==> config.mk <==
export PLATFORM = sky130hd
export DESIGN_NAME = base85_stream_decoder
export DESIGN_NICKNAME = d
export VERILOG_FILES = /design/src/b85_pkg.sv /design/src/b85_front.sv /design/src/b85_queue.sv /design/src/b85_back.sv /design/src/base85_stream_decoder.sv
export SDC_FILE = /design/constraint.sdc
export NUM_CORES = 1
export LEC_CHECK = 0
export ABC_AREA = 1
export BUFFER_PORTS_ARGS = -buffer_cell sky130_fd_sc_hd__buf_4
export CAP_MARGIN = 40
export CORE_MARGIN = 2
export CORE_UTILIZATION = 45
export DETAILED_ROUTE_END_ITERATION = 10
export GPL_TIMING_DRIVEN = 0
export PLACE_DENSITY = 0.65
export SLEW_MARGIN = 30
export SYNTH_ARGS = -nofsm -noshare
export SYNTH_HDL_FRONTEND = slang
export SYNTH_SLANG_ARGS = --single-unit
export TNS_END_PERCENT = 5
==> constraint.sdc <==
create_clock -name clk_i -period 6.9 [get_ports clk_i]
set_input_delay 1.38 -clock clk_i [delete_from_list [all_inputs] [get_ports clk_i]]
set_output_delay 1.38 -clock clk_i [all_outputs]
set_load 0.005 [all_outputs]
==> src/b85_pkg.sv <==
// shared types, status codes and the character-to-digit table for the base85 decoder
// no dependencies; used by every module in src
`default_nettype none

package b85_pkg;

  localparam int unsigned B85_QUEUE_DEPTH = 4;
  localparam int unsigned B85_CAP_W       = 24;
  localparam int unsigned B85_GROUP_W     = 26;  // four digits stay below 85^4
  localparam int unsigned B85_FULL_W      = 33;  // five digits stay below 85^5
  localparam logic [7:0]  B85_NO_DIGIT    = 8'd128;
  localparam logic [B85_FULL_W-1:0] B85_RADIX = 33'd85;
  localparam logic [B85_CAP_W-1:0]  B85_CAP_RESET = 24'hFFFFFF;

  typedef enum logic [1:0] {
    STAT_OK       = 2'd0,
    STAT_INVALID  = 2'd1,
    STAT_OVERFLOW = 2'd2,
    STAT_FULL     = 2'd3
  } b85_status_e;

  typedef enum logic {
    CMD_CHAR = 1'b0,
    CMD_END  = 1'b1
  } b85_cmd_e;

  typedef enum logic {
    KIND_DATA    = 1'b0,
    KIND_SUMMARY = 1'b1
  } b85_kind_e;

  typedef struct packed {
    logic       cmd;
    logic [7:0] char_code;
  } b85_in_t;

  typedef struct packed {
    logic        kind;
    logic [7:0]  data_byte;
    logic [1:0]  status;
    logic [23:0] byte_count;
    logic        last;
  } b85_out_t;

  // queued job: a decoded word, or a summary whose count sits in word[23:0]
  typedef struct packed {
    logic        is_sum;
    logic [1:0]  status;
    logic [31:0] word;
  } b85_job_t;

  // handshake between queue and back end
  typedef struct packed {
    logic     valid;
    b85_job_t job;
  } b85_head_t;

  function automatic logic [7:0] b85_digit(input logic [7:0] c);
    logic [7:0] d;
    unique case (c) inside
      [8'h30:8'h39]: d = c - 8'd48;
      [8'h41:8'h5A]: d = c - 8'd55;
      [8'h61:8'h7A]: d = c - 8'd61;
      8'h21: d = 8'd62;
      8'h23: d = 8'd63;
      8'h24: d = 8'd64;
      8'h25: d = 8'd65;
      8'h26: d = 8'd66;
      8'h28: d = 8'd67;
      8'h29: d = 8'd68;
      8'h2A: d = 8'd69;
      8'h2B: d = 8'd70;
      8'h2D: d = 8'd71;
      8'h3B: d = 8'd72;
      8'h3C: d = 8'd73;
      8'h3D: d = 8'd74;
      8'h3E: d = 8'd75;
      8'h3F: d = 8'd76;
      8'h40: d = 8'd77;
      8'h5E: d = 8'd78;
      8'h5F: d = 8'd79;
      8'h60: d = 8'd80;
      8'h7B: d = 8'd81;
      8'h7C: d = 8'd82;
      8'h7D: d = 8'd83;
      8'h7E: d = 8'd84;
      default: d = B85_NO_DIGIT;
    endcase
    return d;
  endfunction

endpackage

`default_nettype wire

==> src/b85_front.sv <==
// front end: accepts characters, accumulates groups, applies stop rules, queues jobs
// depends on b85_pkg
`default_nettype none

module b85_front (
  input  wire logic              clk_i,
  input  wire logic              rst_ni,
  input  wire logic              in_valid_i,
  output logic                   in_stall_o,
  input  wire b85_pkg::b85_in_t  in_data_i,
  input  wire logic              cfg_valid_i,
  output logic                   cfg_ready_o,
  input  wire logic [23:0]       cfg_data_i,
  input  wire logic              q_full_i,
  output logic                   push_o,
  output b85_pkg::b85_job_t      push_job_o
);
  import b85_pkg::*;

  logic [B85_CAP_W-1:0]   cap_q;
  logic [2:0]             cnt_q, cnt_d;
  logic [B85_GROUP_W-1:0] gv_q, gv_d;
  logic                   stopped_q, stopped_d;
  b85_status_e            reason_q, reason_d;
  logic [B85_CAP_W-1:0]   bytes_q, bytes_d;

  logic                   accept;
  logic [7:0]             digit;
  logic [B85_FULL_W-1:0]  acc;
  logic                   cap_fail;

  assign in_stall_o  = q_full_i;
  assign cfg_ready_o = 1'b1;
  assign accept      = in_valid_i && !in_stall_o;

  assign digit    = b85_digit(in_data_i.char_code);
  assign acc      = {7'b0, gv_q} * B85_RADIX + {25'b0, digit};
  assign cap_fail = ({1'b0, bytes_q} + 25'd4) > {1'b0, cap_q};

  always_comb begin
    cnt_d      = cnt_q;
    gv_d       = gv_q;
    stopped_d  = stopped_q;
    reason_d   = reason_q;
    bytes_d    = bytes_q;
    push_o     = 1'b0;
    push_job_o = '0;
    if (accept) begin
      if (in_data_i.cmd == CMD_END) begin
        push_o            = 1'b1;
        push_job_o.is_sum = 1'b1;
        push_job_o.status = reason_q;
        push_job_o.word   = {8'b0, bytes_q};
        cnt_d             = '0;
        gv_d              = '0;
        stopped_d         = 1'b0;
        reason_d          = STAT_OK;
        bytes_d           = '0;
      end else if (!stopped_q) begin
        if (digit[7]) begin
          stopped_d = 1'b1;
          reason_d  = STAT_INVALID;
        end else if (cnt_q < 3'd4) begin
          gv_d  = acc[B85_GROUP_W-1:0];
          cnt_d = cnt_q + 3'd1;
        end else begin
          // fifth digit closes the group
          cnt_d = '0;
          gv_d  = '0;
          if (cap_fail) begin
            stopped_d = 1'b1;
            reason_d  = STAT_FULL;
          end else if (acc[B85_FULL_W-1]) begin
            stopped_d = 1'b1;
            reason_d  = STAT_OVERFLOW;
          end else begin
            push_o          = 1'b1;
            push_job_o.word = acc[31:0];
            bytes_d         = bytes_q + 24'd4;
          end
        end
      end
    end
  end

  always_ff @(posedge clk_i or negedge rst_ni) begin
    if (!rst_ni) begin
      cap_q     <= B85_CAP_RESET;
      cnt_q     <= '0;
      gv_q      <= '0;
      stopped_q <= 1'b0;
      reason_q  <= STAT_OK;
      bytes_q   <= '0;
    end else begin
      if (cfg_valid_i && cfg_ready_o) begin
        cap_q <= cfg_data_i;
      end
      cnt_q     <= cnt_d;
      gv_q      <= gv_d;
      stopped_q <= stopped_d;
      reason_q  <= reason_d;
      bytes_q   <= bytes_d;
    end
  end

`ifndef SYNTHESIS
  a_cnt_range: assert property (@(posedge clk_i) disable iff (!rst_ni) cnt_q <= 3'd4)
    else $error("digit count out of range");
  a_reason_ok: assert property (@(posedge clk_i) disable iff (!rst_ni)
    !stopped_q |-> reason_q == STAT_OK)
    else $error("stop reason set while running");
  a_push_acc: assert property (@(posedge clk_i) disable iff (!rst_ni) push_o |-> accept)
    else $error("job pushed without an accepted item");
  a_bytes_al: assert property (@(posedge clk_i) disable iff (!rst_ni) bytes_q[1:0] == 2'b00)
    else $error("byte count not a multiple of four");
`endif

endmodule

`default_nettype wire

==> src/b85_queue.sv <==
// small job queue between front and back end
// depends on b85_pkg
`default_nettype none

module b85_queue #(
  parameter int unsigned Depth = b85_pkg::B85_QUEUE_DEPTH
) (
  input  wire logic               clk_i,
  input  wire logic               rst_ni,
  input  wire logic               push_i,
  input  wire b85_pkg::b85_job_t  push_job_i,
  output logic                    full_o,
  input  wire logic               pop_i,
  output b85_pkg::b85_head_t      head_o
);
  import b85_pkg::*;

  localparam int unsigned PtrW = (Depth > 1) ? $clog2(Depth) : 1;
  localparam int unsigned CntW = $clog2(Depth + 1);
  localparam logic [PtrW-1:0] LastPtr = PtrW'(Depth - 1);
  localparam logic [CntW-1:0] DepthC  = CntW'(Depth);

  b85_job_t        mem_q [Depth];
  logic [PtrW-1:0] wr_q, rd_q;
  logic [CntW-1:0] cnt_q;

  assign full_o       = (cnt_q == DepthC);
  assign head_o.valid = (cnt_q != '0);
  assign head_o.job   = mem_q[rd_q];

  always_ff @(posedge clk_i) begin
    if (push_i) begin
      mem_q[wr_q] <= push_job_i;
    end
  end

  always_ff @(posedge clk_i or negedge rst_ni) begin
    if (!rst_ni) begin
      wr_q  <= '0;
      rd_q  <= '0;
      cnt_q <= '0;
    end else begin
      if (push_i) begin
        wr_q <= (wr_q == LastPtr) ? '0 : wr_q + 1'b1;
      end
      if (pop_i) begin
        rd_q <= (rd_q == LastPtr) ? '0 : rd_q + 1'b1;
      end
      if (push_i && !pop_i) begin
        cnt_q <= cnt_q + 1'b1;
      end else if (pop_i && !push_i) begin
        cnt_q <= cnt_q - 1'b1;
      end
    end
  end

`ifndef SYNTHESIS
  a_no_ovf: assert property (@(posedge clk_i) disable iff (!rst_ni) push_i |-> !full_o)
    else $error("push into full queue");
  a_no_udf: assert property (@(posedge clk_i) disable iff (!rst_ni) pop_i |-> head_o.valid)
    else $error("pop from empty queue");
  a_cnt_max: assert property (@(posedge clk_i) disable iff (!rst_ni) cnt_q <= DepthC)
    else $error("queue count beyond depth");
`endif

endmodule

`default_nettype wire

==> src/b85_back.sv <==
// back end: splits queued words into bytes, forms summaries, drives the output register
// depends on b85_pkg
`default_nettype none

module b85_back (
  input  wire logic               clk_i,
  input  wire logic               rst_ni,
  input  wire b85_pkg::b85_head_t head_i,
  output logic                    pop_o,
  output logic                    out_valid_o,
  input  wire logic               out_stall_i,
  output b85_pkg::b85_out_t       out_data_o
);
  import b85_pkg::*;

  logic       out_valid_q, out_valid_d;
  b85_out_t   out_q, out_d;
  logic [1:0] idx_q, idx_d;
  logic       load;
  logic [7:0] sel_byte;

  assign load = !out_valid_q || !out_stall_i;

  always_comb begin
    case (idx_q)
      2'd0:    sel_byte = head_i.job.word[31:24];
      2'd1:    sel_byte = head_i.job.word[23:16];
      2'd2:    sel_byte = head_i.job.word[15:8];
      default: sel_byte = head_i.job.word[7:0];
    endcase
  end

  always_comb begin
    out_valid_d = out_valid_q;
    out_d       = out_q;
    idx_d       = idx_q;
    pop_o       = 1'b0;
    if (load) begin
      out_valid_d = head_i.valid;
      if (head_i.valid) begin
        out_d = '0;
        if (head_i.job.is_sum) begin
          out_d.kind       = KIND_SUMMARY;
          out_d.status     = head_i.job.status;
          out_d.byte_count = head_i.job.word[23:0];
          out_d.last       = 1'b1;
          pop_o            = 1'b1;
        end else begin
          out_d.kind      = KIND_DATA;
          out_d.data_byte = sel_byte;
          out_d.last      = (idx_q == 2'd3);
          pop_o           = (idx_q == 2'd3);
          idx_d           = idx_q + 2'd1;
        end
      end
    end
  end

  always_ff @(posedge clk_i or negedge rst_ni) begin
    if (!rst_ni) begin
      out_valid_q <= 1'b0;
      idx_q       <= '0;
    end else begin
      out_valid_q <= out_valid_d;
      idx_q       <= idx_d;
    end
  end

  always_ff @(posedge clk_i) begin
    out_q <= out_d;
  end

  assign out_valid_o = out_valid_q;
  assign out_data_o  = out_q;

`ifndef SYNTHESIS
  a_mid_word: assert property (@(posedge clk_i) disable iff (!rst_ni)
    idx_q != 2'd0 |-> head_i.valid && !head_i.job.is_sum)
    else $error("byte split lost its word");
  a_pop_last: assert property (@(posedge clk_i) disable iff (!rst_ni)
    pop_o |=> out_valid_q && out_q.last)
    else $error("job popped without a final result");
  a_sum_last: assert property (@(posedge clk_i) disable iff (!rst_ni)
    out_valid_q && out_q.kind == KIND_SUMMARY |-> out_q.last)
    else $error("summary without last flag");
`endif

endmodule

`default_nettype wire

==> src/base85_stream_decoder.sv <==
// top level of the base85 stream decoder: front end, job queue, back end
// depends on b85_pkg, b85_front, b85_queue, b85_back
//
//  channel | direction | handshake               | payload
//  in      | input     | in_valid_i / in_stall_o  | b85_in_t  (cmd, char_code)
//  out     | output    | out_valid_o / out_stall_i| b85_out_t (kind, data_byte, status,
//          |           |                          |            byte_count, last)
//  cfg     | input     | cfg_valid_i / cfg_ready_o| out_capacity, 24 bits
//
// one input item is taken per cycle while the job queue has room
// a complete group leaves as four data bytes and a summary as a single result;
// the output register and its byte splitter pace both, and an output stall holds them
// reset is asynchronous and clears all stream state; capacity returns to 16777215
// a stall on the output fills the queue, then stalls the input

`default_nettype none

module base85_stream_decoder #(
  parameter int unsigned QueueDepth = b85_pkg::B85_QUEUE_DEPTH
) (
  input  wire logic              clk_i,
  input  wire logic              rst_ni,
  input  wire logic              in_valid_i,
  output logic                   in_stall_o,
  input  wire b85_pkg::b85_in_t  in_data_i,
  output logic                   out_valid_o,
  input  wire logic              out_stall_i,
  output b85_pkg::b85_out_t      out_data_o,
  input  wire logic              cfg_valid_i,
  output logic                   cfg_ready_o,
  input  wire logic [23:0]       cfg_data_i
);
  import b85_pkg::*;

  logic      q_full;
  logic      push;
  b85_job_t  push_job;
  logic      pop;
  b85_head_t head;

  b85_front u_front (
    .clk_i       (clk_i),
    .rst_ni      (rst_ni),
    .in_valid_i  (in_valid_i),
    .in_stall_o  (in_stall_o),
    .in_data_i   (in_data_i),
    .cfg_valid_i (cfg_valid_i),
    .cfg_ready_o (cfg_ready_o),
    .cfg_data_i  (cfg_data_i),
    .q_full_i    (q_full),
    .push_o      (push),
    .push_job_o  (push_job)
  );

  b85_queue #(
    .Depth (QueueDepth)
  ) u_queue (
    .clk_i      (clk_i),
    .rst_ni     (rst_ni),
    .push_i     (push),
    .push_job_i (push_job),
    .full_o     (q_full),
    .pop_i      (pop),
    .head_o     (head)
  );

  b85_back u_back (
    .clk_i       (clk_i),
    .rst_ni      (rst_ni),
    .head_i      (head),
    .pop_o       (pop),
    .out_valid_o (out_valid_o),
    .out_stall_i (out_stall_i),
    .out_data_o  (out_data_o)
  );

endmodule

`default_nettype wire

== Word level (Yosys, flattened, before mapping) ==
Memories as Yosys holds them, arrays and structs flattened.
Cells that the tools add are included.
Word-level totals
  bits in writable memories: 140
  memories: 1
  output and inout bits: 39
  flip-flop bits (word level): 126
  word-level logic and storage cells: 148
Operators by class
  magnitude comparators: 8
  bitwise gates (word level): 1
  add/subtract/negate cells: 12
  equality and inequality tests: 35
  reduce and logical (&&, ||, !) cells: 21
  $mul: 1
  mux-type cells: 53
Memory list
  u_queue.mem_q: depth 4, width 35, rd ports 1, clocked after Yosys merged registers in 0, wr ports 1, line b85_queue.sv:23  | b85_job_t mem_q [Depth];
Operators by type and width (number)
  case mux 8 bit (26 select lines): 1
  2-to-1 mux 32 bit: 6
  2-to-1 mux 24 bit: 6
  equality test 8 x 6 -> 1 bit, second input constant: 15
  2-to-1 mux 26 bit: 4
  equality test 8 x 7 -> 1 bit, second input constant: 8
  2-to-1 mux 35 bit: 1
  adder 33 x 8 -> 33 bit: 1
  multiplier 26 x 7 -> 33 bit, second input constant: 1
  adder 24 x 3 -> 25 bit, second input constant: 1
  > comparator 25 x 24 -> 1 bit: 1
  adder 24 x 3 -> 24 bit, second input constant: 1
  case mux 8 bit (3 select lines): 1
  subtractor 8 x 6 -> 8 bit, second input constant: 3
  2-to-1 mux 3 bit: 7
  2-to-1 mux 1 bit: 19
  greater-or-equal comparator 8 x 7 -> 1 bit, second input constant: 2
  less-or-equal comparator 8 x 7 -> 1 bit, second input constant: 2
  2-to-1 mux 2 bit: 8
  inequality test 2 bit, second input constant: 5
  equality test 2 bit, second input constant: 4
  greater-or-equal comparator 8 x 6 -> 1 bit, second input constant: 1
  less-or-equal comparator 8 x 6 -> 1 bit, second input constant: 1
  adder 2 x 1 -> 2 bit, second input constant: 3
  other kinds (18): 29

== Logic depth before layout (Yosys ltp) ==
Gate-level depths: netlist (run 1).
  word-level depth: 15
  gate-level depth with buffers: 38
  mapped depth without buffers: 37

== Cells and area by module ==
A second synthesis (run 1) with hierarchy kept.
Second synthesis, totals
  cell total of the unflattened synthesis: 1985
  area total of the unflattened synthesis: 17560.6 µm²
Modules (own cells, without submodules)
  b85_front: area an instance 9674.3 µm², instances 1, cells each 1341, sequential area each 1981.9 µm²
  b85_queue: area an instance 6059.6 µm², instances 1, cells each 460, sequential area each 4379.2 µm²
  b85_back: area an instance 1826.8 µm², instances 1, cells each 184, sequential area each 1156.1 µm²

== Worst setup path after synthesis (run 1) ==
OpenSTA, ideal clock, no wires.
  kind: input-to-reg
  from: input port in_data_i[1] (netlist name)
  to: memory u_queue.mem_q[3][0] (netlist name), enable pin
  path buffers: 0
  setup slack: -0.398 ns
  cell stages on the path: 30
  arrival: 6.871 ns
  data required time: 6.473 ns
  cells stage by stage: inv_1 -> ha_1 -> inv_1 -> nor2_1 -> o21ai_0 -> nand2_1 -> nor2_1 -> nand2_1 -> nor2_1 -> nand2_2 -> nand2_1 -> ha_1 -> fa_1 -> inv_1 -> fa_1 -> inv_1 -> ha_1 -> a21oi_1 -> nand2_1 -> nand2_1 -> nand2_2 -> nand2_1 -> nand2_1 -> nand2_1 -> nand2_1 -> nor2_4 -> nand2_4 -> nand2_4 -> inv_1 -> nor2_1
On the way
  word-level cells in the longest chain between the ends: 13
RTL lines
  start: declaration: line base85_stream_decoder.sv:25  | input wire b85_pkg::b85_in_t in_data_i,
  greater-or-equal comparator 8 x 7 -> 1 bit (not written as such) (tied with other cells): line b85_front.sv:36  | assign digit = b85_digit(in_data_i.char_code);
  logical AND 1 bit (not written as such): line b85_front.sv:36
  case mux 8 bit (26 select lines) *: line b85_pkg.sv:60  | unique case (c) inside
  adder 33 x 8 -> 33 bit: line b85_front.sv:37  | assign acc = {7'b0, gv_q} * B85_RADIX + {25'b0, digit};
  2-to-1 mux 1 bit: line b85_front.sv:73  | end else if (acc[B85_FULL_W-1]) begin
  2-to-1 mux 1 bit: line b85_front.sv:70  | if (cap_fail) begin
  2-to-1 mux 1 bit: line b85_front.sv:63  | end else if (cnt_q < 3'd4) begin
  2-to-1 mux 1 bit *: line b85_front.sv:60  | if (digit[7]) begin
  2-to-1 mux 1 bit *: line b85_front.sv:59  | end else if (!stopped_q) begin
  2-to-1 mux 1 bit *: line b85_front.sv:49  | if (in_data_i.cmd == CMD_END) begin
  2-to-1 mux 1 bit *: line b85_front.sv:48  | if (accept) begin
  2-to-1 mux 1 bit *: line b85_queue.sv:32  | if (push_i) begin
  2-to-1 mux 1 bit (not written as such) *: line b85_queue.sv:33  | mem_q[wr_q] <= push_job_i;
  end: declaration: line b85_queue.sv:23
Mark *: on every way between the ends. The rest lies on a longest branch, timed or not.

== Worst setup path after layout (run 1) ==
  from: input port in_data_i[4] (netlist name)
  to: register u_queue.cnt_q[2]
On the way
  word-level cells in the longest chain between the ends: 14
RTL lines
  greater-or-equal comparator 8 x 7 -> 1 bit (not written as such) (tied with other cells): line b85_front.sv:36
  logical AND 1 bit (not written as such): line b85_front.sv:36
  case mux 8 bit (26 select lines) *: line b85_pkg.sv:60
  adder 33 x 8 -> 33 bit: line b85_front.sv:37
  2-to-1 mux 1 bit: line b85_front.sv:73
  2-to-1 mux 1 bit: line b85_front.sv:70
  2-to-1 mux 1 bit: line b85_front.sv:63
  2-to-1 mux 1 bit *: line b85_front.sv:60
  2-to-1 mux 1 bit *: line b85_front.sv:59
  2-to-1 mux 1 bit *: line b85_front.sv:49
  2-to-1 mux 1 bit *: line b85_front.sv:48
  named net push: line base85_stream_decoder.sv:36  | logic push;
  logical NOT 1 bit: line b85_queue.sv:51  | end else if (pop_i && !push_i) begin
  logical AND 1 bit: line b85_queue.sv:51
  nonzero test 2 bit (no line)
  end signal: assignment: line b85_queue.sv:50  | cnt_q <= cnt_q + 1'b1;
  end signal: assignment: line b85_queue.sv:52  | cnt_q <= cnt_q - 1'b1;
  end: declaration: line b85_queue.sv:25  | logic [CntW-1:0] cnt_q;
The timed path passes the listed nets; every way through them passes the cells marked *.
A chain may end at the register's enable or synchronous reset.

==> results of run 1 <==
[flip-flops by register name, indices dropped and copies added (netlist names)]
signal / cells
u_queue.mem_q: 140
u_back.out_data_o: 36
u_front.gv_q: 26
u_front.cap_q: 24
u_front.bytes_q: 22
u_front.cnt_q: 3
u_queue.cnt_q: 3
u_back.idx_q: 2
u_front.reason_q: 2
u_queue.rd_q: 2
u_queue.wr_q: 2
u_back.out_valid_o: 1
u_front.stopped_q: 1
[cells in the mapped netlist (all sizes together) (4+ instances only)]
master    n  area (µm²)
nand4    13       81.33
xor2     21       183.9
nand2   447        1718
a31oi     4       25.02
xnor2    15       131.4
buf      11       88.83
clkbuf   44       165.2
ha      142        1777
o22ai    13       81.33
nor2    208       824.5
edfxtp  176        5285
o211ai    7       52.55
nor3     21       105.1
inv     286        1076
dfstp    24       630.6
nand3    82       420.4
a211oi    8       60.06
o21bai    9       67.56
a32o     24       240.2
o21ai    84       427.9
a221oi    8       70.07
fa       51        1021
a21oi    95       475.5
dfrtp    64        1602
nor4      9       56.30
[cell type report]
class / instances / area share [%]
timing repair buffer: 90 / 4.365
tap: 468 / 3.018
clock buffer: 35 / 3.953
multi-input combinational: 1284 / 41.82
clock inverter: 17 / 1.154
inverter: 289 / 5.642
sequential: 264 / 38.74
buffer: 55 / 1.309
[metrics by stage]
step	setup slack (ps)	power [W]
after floorplan	-398.5	0.005814
after global placement	-2531	0.007244
after detailed placement	-696.3	0.007399
after CTS	-73.88	0.009055
after global routing	-121.6	0.009855
final	233.3	0.009035
[worst paths after layout]
kind,start,to,slack [ps]
max in group asynchronous,rst_ni,u_front.cap_q[22],5480
setup / recovery,in_data_i[4],u_queue.cnt_q[2],230
setup reg to reg,u_front.gv_q[3],u_queue.cnt_q[2],1390
hold reg to reg,u_front.reason_q[0],u_front.reason_q[0],490
hold / removal,u_front.reason_q[0],u_front.reason_q[0],490
min in group asynchronous,rst_ni,u_queue.rd_q[1],700
[power by group]
| group | internal (W) | leakage, nW | switching [W] | total [W] |
|---|---|---|---|---|
| combinational | 0.00181 | 5.72 | 0.00329 | 0.00510 |
| sequential | 0.00210 | 2.77 | 0.000225 | 0.00233 |
| clock | 0.000945 | 0.471 | 0.000668 | 0.00161 |
[layer usage]
metal  up-vias  routed length [µm]
met5         -                  18
met4         2                1287
met3        79                2264
met2       383               21070
met1      6477               19530
li1       6483                   -
[repair_timing]
| action | 4_1_cts | 5_1_grt |
|---|---|---|
| pin swaps | 1 | 6 |
| endpoints found under the setup margin | 47 | 142 |
| gates resized for setup | 0 | 26 |
| gates cloned | 0 | 0 |
| buffers inserted | 2 | 6 |
| hold buffers | 0 | 0 |
[cells by family (layout without fill, tap and decap cells)]
group | count (synthesis) | after routing | share of synthesized area (%)
simple gates | 784 | 784 | 19.18
xor+xnor | 36 | 36 | 1.870
compound gates | 269 | 269 | 9.735
mux | 1 | 1 | 0.06678
other cells | 1 | 1 | 0.02224
flops | 264 | 264 | 44.58
buf+inv | 344 | 486 | 7.954
fa+ha+maj | 193 | 193 | 16.59
[worst max-delay path, delay by kind of cell]
| kind | cells | cell delay [ps] |
|---|---|---|
| AOI/OAI and AO/OA | 4 | 570 |
| buffers and inverters | 8 | 670 |
| adders and majority gates | 7 | 2440 |
| and+or+nand+nor | 16 | 1860 |
| xor gates and xnor gates | 1 | 150 |
==> summary.md, run 1 <==
| Metric | Value |
|---|---|
| M1 GR Usage | 31.07% |
| Placed cells | 2442 |
| 1st-pass router iterations | 6 |
| Avg Inst Size Synth | about 9 µm² |
| Most common cell after layout, fill and taps aside | nand2_1 |
| Yosys reg bits | between 200 and 300 |
| GP Congestion | approximately 0.9 |
| Status | completed |
| Minimum clock period | 6667 ps |
| Global Route met3 Usage | 2.612% |
| Worst slew margin | 43.72% |
| Root Driver | clkbuf_16 |
| Syn nets | 2123 |
| Max-slew violation count | 0 |
| Pleak | about 9.0 nW |
| Top_reg_cell synth | edfxtp_1 |
| R2R depth | 28 |
| Input/output buffers | 73 |
| Met2 usage in global routing | roughly two fifths |
| Post-DP HPWL | 33730 µm |
| Min Hold Slack | between 400 and 500 ps |
| Peak VDD IR | approximately 280 µV |
| Via/cell ratio | ~5.4 |
| Drc violations | 0 |
| Post-Syn Area | approximately 17000 µm² |
| Crit end category | flip-flop |
| Synth Instances | about 1900 |
| First-pass GRT wire length | 70920 µm |
| Cell Rows | 70 |
| HP Class | reg -> reg |
| Vias in the first global route | between 10000 and 15000 |
| Final worst path period share | 96.62% |
| Core Region | approximately 37000 µm² |
| Filler cells | approximately 3300 |
| Layout Utilization | a little over half |
| Busiest layer in global routing | met2 |
| N_diodes | 0 |
| Clk slew on worst S/H paths | about 60 ps |
| Largest net degree at the start of global routing | between 60 and 70 |
| CTS tree | built |
| Multi-input combinational cell area | 8114 µm² |
| Slowest stage delay, CP | ~520 ps |
| Placed Area | around 18000 µm² |
| Final net count | ~2200 |
| Clk_lat worst skew | 580 ps |
| Vias post-DR | 13420 |
| Most frequent cells in the layout | nand2_1 (433), inv_1 (276), nor2_1 (192), edfxtp_1 (176), ha_1 (137) |
| Setup Total Neg Slack | 0 ps |
| FF/Latch Area | 7517 µm² |
| Post-DR wirelength/cell | approximately 18 µm |
| Area grow syn2layout | 15.07% |
| Die height | 197.6 µm |
| Worst setup SP type | primary input |
| Async SR Flop Fraction | 33.33% |
| # IOs | 77 |
| Gr usage total | a little under a quarter |
| Class of the most critical setup path | in -> reg |
| RSZ-0062 raised after global routing | yes |
| Total die area | between 30000 and 40000 µm² |
| Most prevalent standard cell on the critical path | nand2_1 |
| CTS Buf Count | 28 |
| Pwr Density | about 470 nW/µm² |
| Share of cells above drive strength 1 | 11.26% |
| Routed Wire Length | around 44000 µm |
| Max frequency | about 150 MHz |
| Setup skew after layout | 23.29 ps |
| Hold Vio Cnt, Final | 0 |
| H-tree depth | 1 |
| CP Data Required Time | 7360 ps |
| Design area | 19400 µm² |
| Final setup vio count | 0 |
| Starting Density | between 40% and 50% |
| EDFF count, synth | between 150 and 200 |
| 1st-iter DRT viols | 1094 |
| CP Max Fanout | 10 |
| Initial antenna violation count | 1 |
| Clock tree buffer depth | 3 |
| Synth cell types | between 50 and 60 |
| Grt ovf | 0 |
| Finished Layout Cells | 2502 |
| Critical path's slowest cell | fa_1 |
| CTS sink count | roughly 260 |
| Hold Path Depth | 2 |
| Crit path DAT | 7120 ps |
| Max Cap Viol | 0 |
| Antenna Nets Post-Route | 0 |
| Slew @ Worst Pin | roughly 840 ps |
| Die X | just under 200 µm |
| Syn. warnings | 0 |
| Post-synthesis sequential area ratio | between 40% and 50% |
No activity file was read; power rests on OpenSTA's default activity.
==> inputs of run 2 (changes only) <==
--- a/config.mk
+++ b/config.mk
@@ -14,4 +14,5 @@
 export GPL_TIMING_DRIVEN = 0
 export PLACE_DENSITY = 0.65
+export SETUP_SLACK_MARGIN = 0.5
 export SLEW_MARGIN = 30
 export SYNTH_ARGS = -nofsm -noshare
==> constraint.sdc (replaced) <==
create_clock -name clk_i -period 6.9 [get_ports clk_i]
set_input_delay 0.69 -clock clk_i [delete_from_list [all_inputs] [get_ports clk_i]]
set_output_delay 0.69 -clock clk_i [all_outputs]
set_load 0.005 [all_outputs]
==> run 2 against run 1 <==
Compared with the run above: maximum frequency up 5.6%; register-to-register slack worse by 160 ps; combinational power about the same; worst hold slack worse by 470 ps; wire length down 0.42%; global-route usage about the same; sequential share of layout area up 0.23 points; first-iteration DRC count down 4.8%; power down 0.25%; critical path depth unchanged; sequential power about the same; worst setup slack better by 350 ps; largest cell class unchanged.
==> summary.md, run 2 (synthesized netlist as in run 1, its figures left out) <==
| Metric | Value |
|---|---|
| Status | completed (unchanged) |
| Gr usage total | 23.10% (was 23.12%) |
| Max-slew violation count | 0 (unchanged) |
| Largest net degree at the start of global routing | 61 (unchanged) |
| Most frequent cells in the layout | nand2_1 (437), inv_1 (280), nor2_1 (194), edfxtp_1 (176), ha_1 (142) (was nand2_1 (433), inv_1 (276), nor2_1 (192), edfxtp_1 (176), ha_1 (137)) |
| Setup skew after layout | 28.56 ps (was 23.29 ps) |
| Most common cell after layout, fill and taps aside | nand2_1 (unchanged) |
| Class of the most critical setup path | in -> reg (unchanged) |
| Crit path DAT | 6770 ps (was 7120 ps) |
| Slowest stage delay, CP | 520 ps (about the same) |
| Starting Density | 45.84% (unchanged) |
| Critical Path Source | in_data_i[1] (was in_data_i[4]) |
| H-tree depth | 1 (unchanged) |
| HP Class | in -> async (was reg -> reg) |
| Post-DP HPWL | 33730 µm (unchanged) |
| Clock tree buffer depth | 3 (unchanged) |
| CP Data Required Time | 7350 ps (was 7360 ps) |
| Post-DR wirelength/cell | 17.61 µm (was 17.65 µm) |
| Finished Layout Cells | 2497 (was 2502) |
| Routed wl met2 | 20950 µm (was 21070 µm) |
| Antenna Nets Post-Route | 0 (unchanged) |
| Max frequency | 158.3 MHz (was 150.0 MHz) |
| Area grow syn2layout | 14.40% (was 15.07%) |
| Slew @ Worst Pin | 803.7 ps (was 841.1 ps) |
| Hold Vio Cnt, Final | 0 (unchanged) |
| Final net count | 2238 (was 2243) |
| N_diodes | 0 (unchanged) |
| Design area | 19290 µm² (was 19400 µm²) |
| CTS tree | built (unchanged) |
| Drc violations | 0 (unchanged) |
| Pleak | 8.942 nW (was 8.959 nW) |
| 1st-pass router iterations | 10 (was 6) |
| Worst setup SP type | primary input (unchanged) |
| Die X | 197.6 µm (unchanged) |
| Grt ovf | 0 (unchanged) |
| Vias in the first global route | 13360 (about the same) |
| Critical Path Stages | 36 (unchanged) |
| Clk_lat worst skew | 580 ps (about the same) |
| R2R Path Start | u_front.gv_q[3] (unchanged) |
| Initial antenna violation count | 1 (unchanged) |
| Max reg flops | 140 (unchanged) |
| Cell Rows | 70 (unchanged) |
| Pwr Density | 467.2 nW/µm² (was 465.6 nW/µm²) |
| Max Cap Viol | 0 (unchanged) |
| Final setup vio count | 0 (unchanged) |
| Minimum clock period | 6316 ps (was 6667 ps) |
| Vias post-DR | 13460 (was 13420) |
| # IOs | 77 (unchanged) |
| First-pass GRT wire length | 70860 µm (was 70920 µm) |
| CP top delay family | adder cells (unchanged) |
| Power Total | 0.009012 W (was 0.009035 W) |
| Critical path's slowest cell | fa_1 (unchanged) |
| Share of cells above drive strength 1 | 10.05% (was 11.26%) |
| Most flops, register | u_queue.mem_q (unchanged) |
| WL met1 | 19380 µm (was 19530 µm) |
| CTS Buf Count | 28 (unchanged) |
| Peak VDD IR | 282.3 µV (was 283.3 µV) |
| WP buf/inv | 7 (was 8) |
| Clk slew on worst S/H paths | 70 ps (was 60 ps) |
| Die height | 197.6 µm (unchanged) |
| Root Driver | clkbuf_16 (unchanged) |
| Most prevalent standard cell on the critical path | nand2_1 (unchanged) |
| Hold Buf Count CTS | 0 (unchanged) |
| Final worst path period share | 91.54% (was 96.62%) |
| CTS sink count | 264 (unchanged) |
| Routed Wire Length | 43980 µm (was 44170 µm) |
| 1st-iter DRT viols | 1042 (was 1094) |
| Worst slew margin | 46.22% (was 43.72%) |
| Length of routed met3 wiring | 2332 µm (was 2264 µm) |
| R2R depth | 27 (was 28) |
| Total die area | 39040 µm² (unchanged) |
| PnR worst setup slack | 583.8 ps (was 233.3 ps) |
| Placed Area | 18280 µm² (unchanged) |
| Crit end category | flip-flop (unchanged) |
| GP Congestion | 0.9044 (unchanged) |
| Input/output buffers | 73 (unchanged) |
| Via/cell ratio | 5.390 (was 5.365) |
| RSZ-0062 raised after global routing | yes (unchanged) |
| CP Max Fanout | 10 (unchanged) |
| Top layer in use | met5 (unchanged) |
| Core Region | 36790 µm² (unchanged) |
| Pre-CTS WS | -6.334 ps (was -696.3 ps) |
| Placed cells | 2442 (unchanged) |
## run 2: changes by cell type in the layout (fill, tap and decap cells not counted), moves of 4 or more
cell / delta
buf_4: -5
ha_2: -5
ha_1: +5
inv_1: +4
nand2_1: +4
## run 2: metrics by stage
step           hold WS (ps)  TNS (ps)  util, %
2_1_floorplan         394.4         0        -
3_3_place_gp          468.5   -253480    48.92
3_5_place_dp          471.8    -76.32    49.68
4_1_cts               5.576         0    52.38
5_1_grt               13.44         0    52.44
6_report              11.54         0    52.44
## run 2: final timing paths
path / end / slack [ps]
hold reg to reg: u_front.reason_q[0] / 490
hold / removal: u_queue.rd_q[1] / 10
min in group clk_i: u_front.cap_q[17] / 320
max in group asynchronous: u_front.cap_q[22] / 6180
setup reg to reg: u_queue.cnt_q[2] / 1230
setup / recovery: u_queue.cnt_q[2] / 580
## run 2: repair_timing
action | 4_1_cts | 5_1_grt
endpoints found under the setup margin | 0 | 118
endpoints found under the hold margin | 0 | 0
resized for setup | 0 | 0
buffers inserted | 0 | 3
## run 2: area by class of cell
cell class | instances | area, µm²
fill | 3340 | 17500
multi-input combinational | 1284 | 8045
sequential | 264 | 7517
inverter | 289 | 1087
timing repair buffer | 85 | 809.5
clock buffer | 35 | 767.0
tap | 468 | 585.6
buffer | 55 | 254.0
clock inverter | 17 | 224.0
## run 2: power by group
part           internal, W  leakage (nW)  switching, W
combinational      0.00180          5.70       0.00327
clock             0.000945         0.471      0.000671
sequential         0.00210          2.77      0.000225
## run 2: layer usage
metal  vias up  track usage (%)
met3        84            2.612
li1       6474                -
met4         2            7.324
met1      6496            31.02
met2       402            39.20
met5         -                0
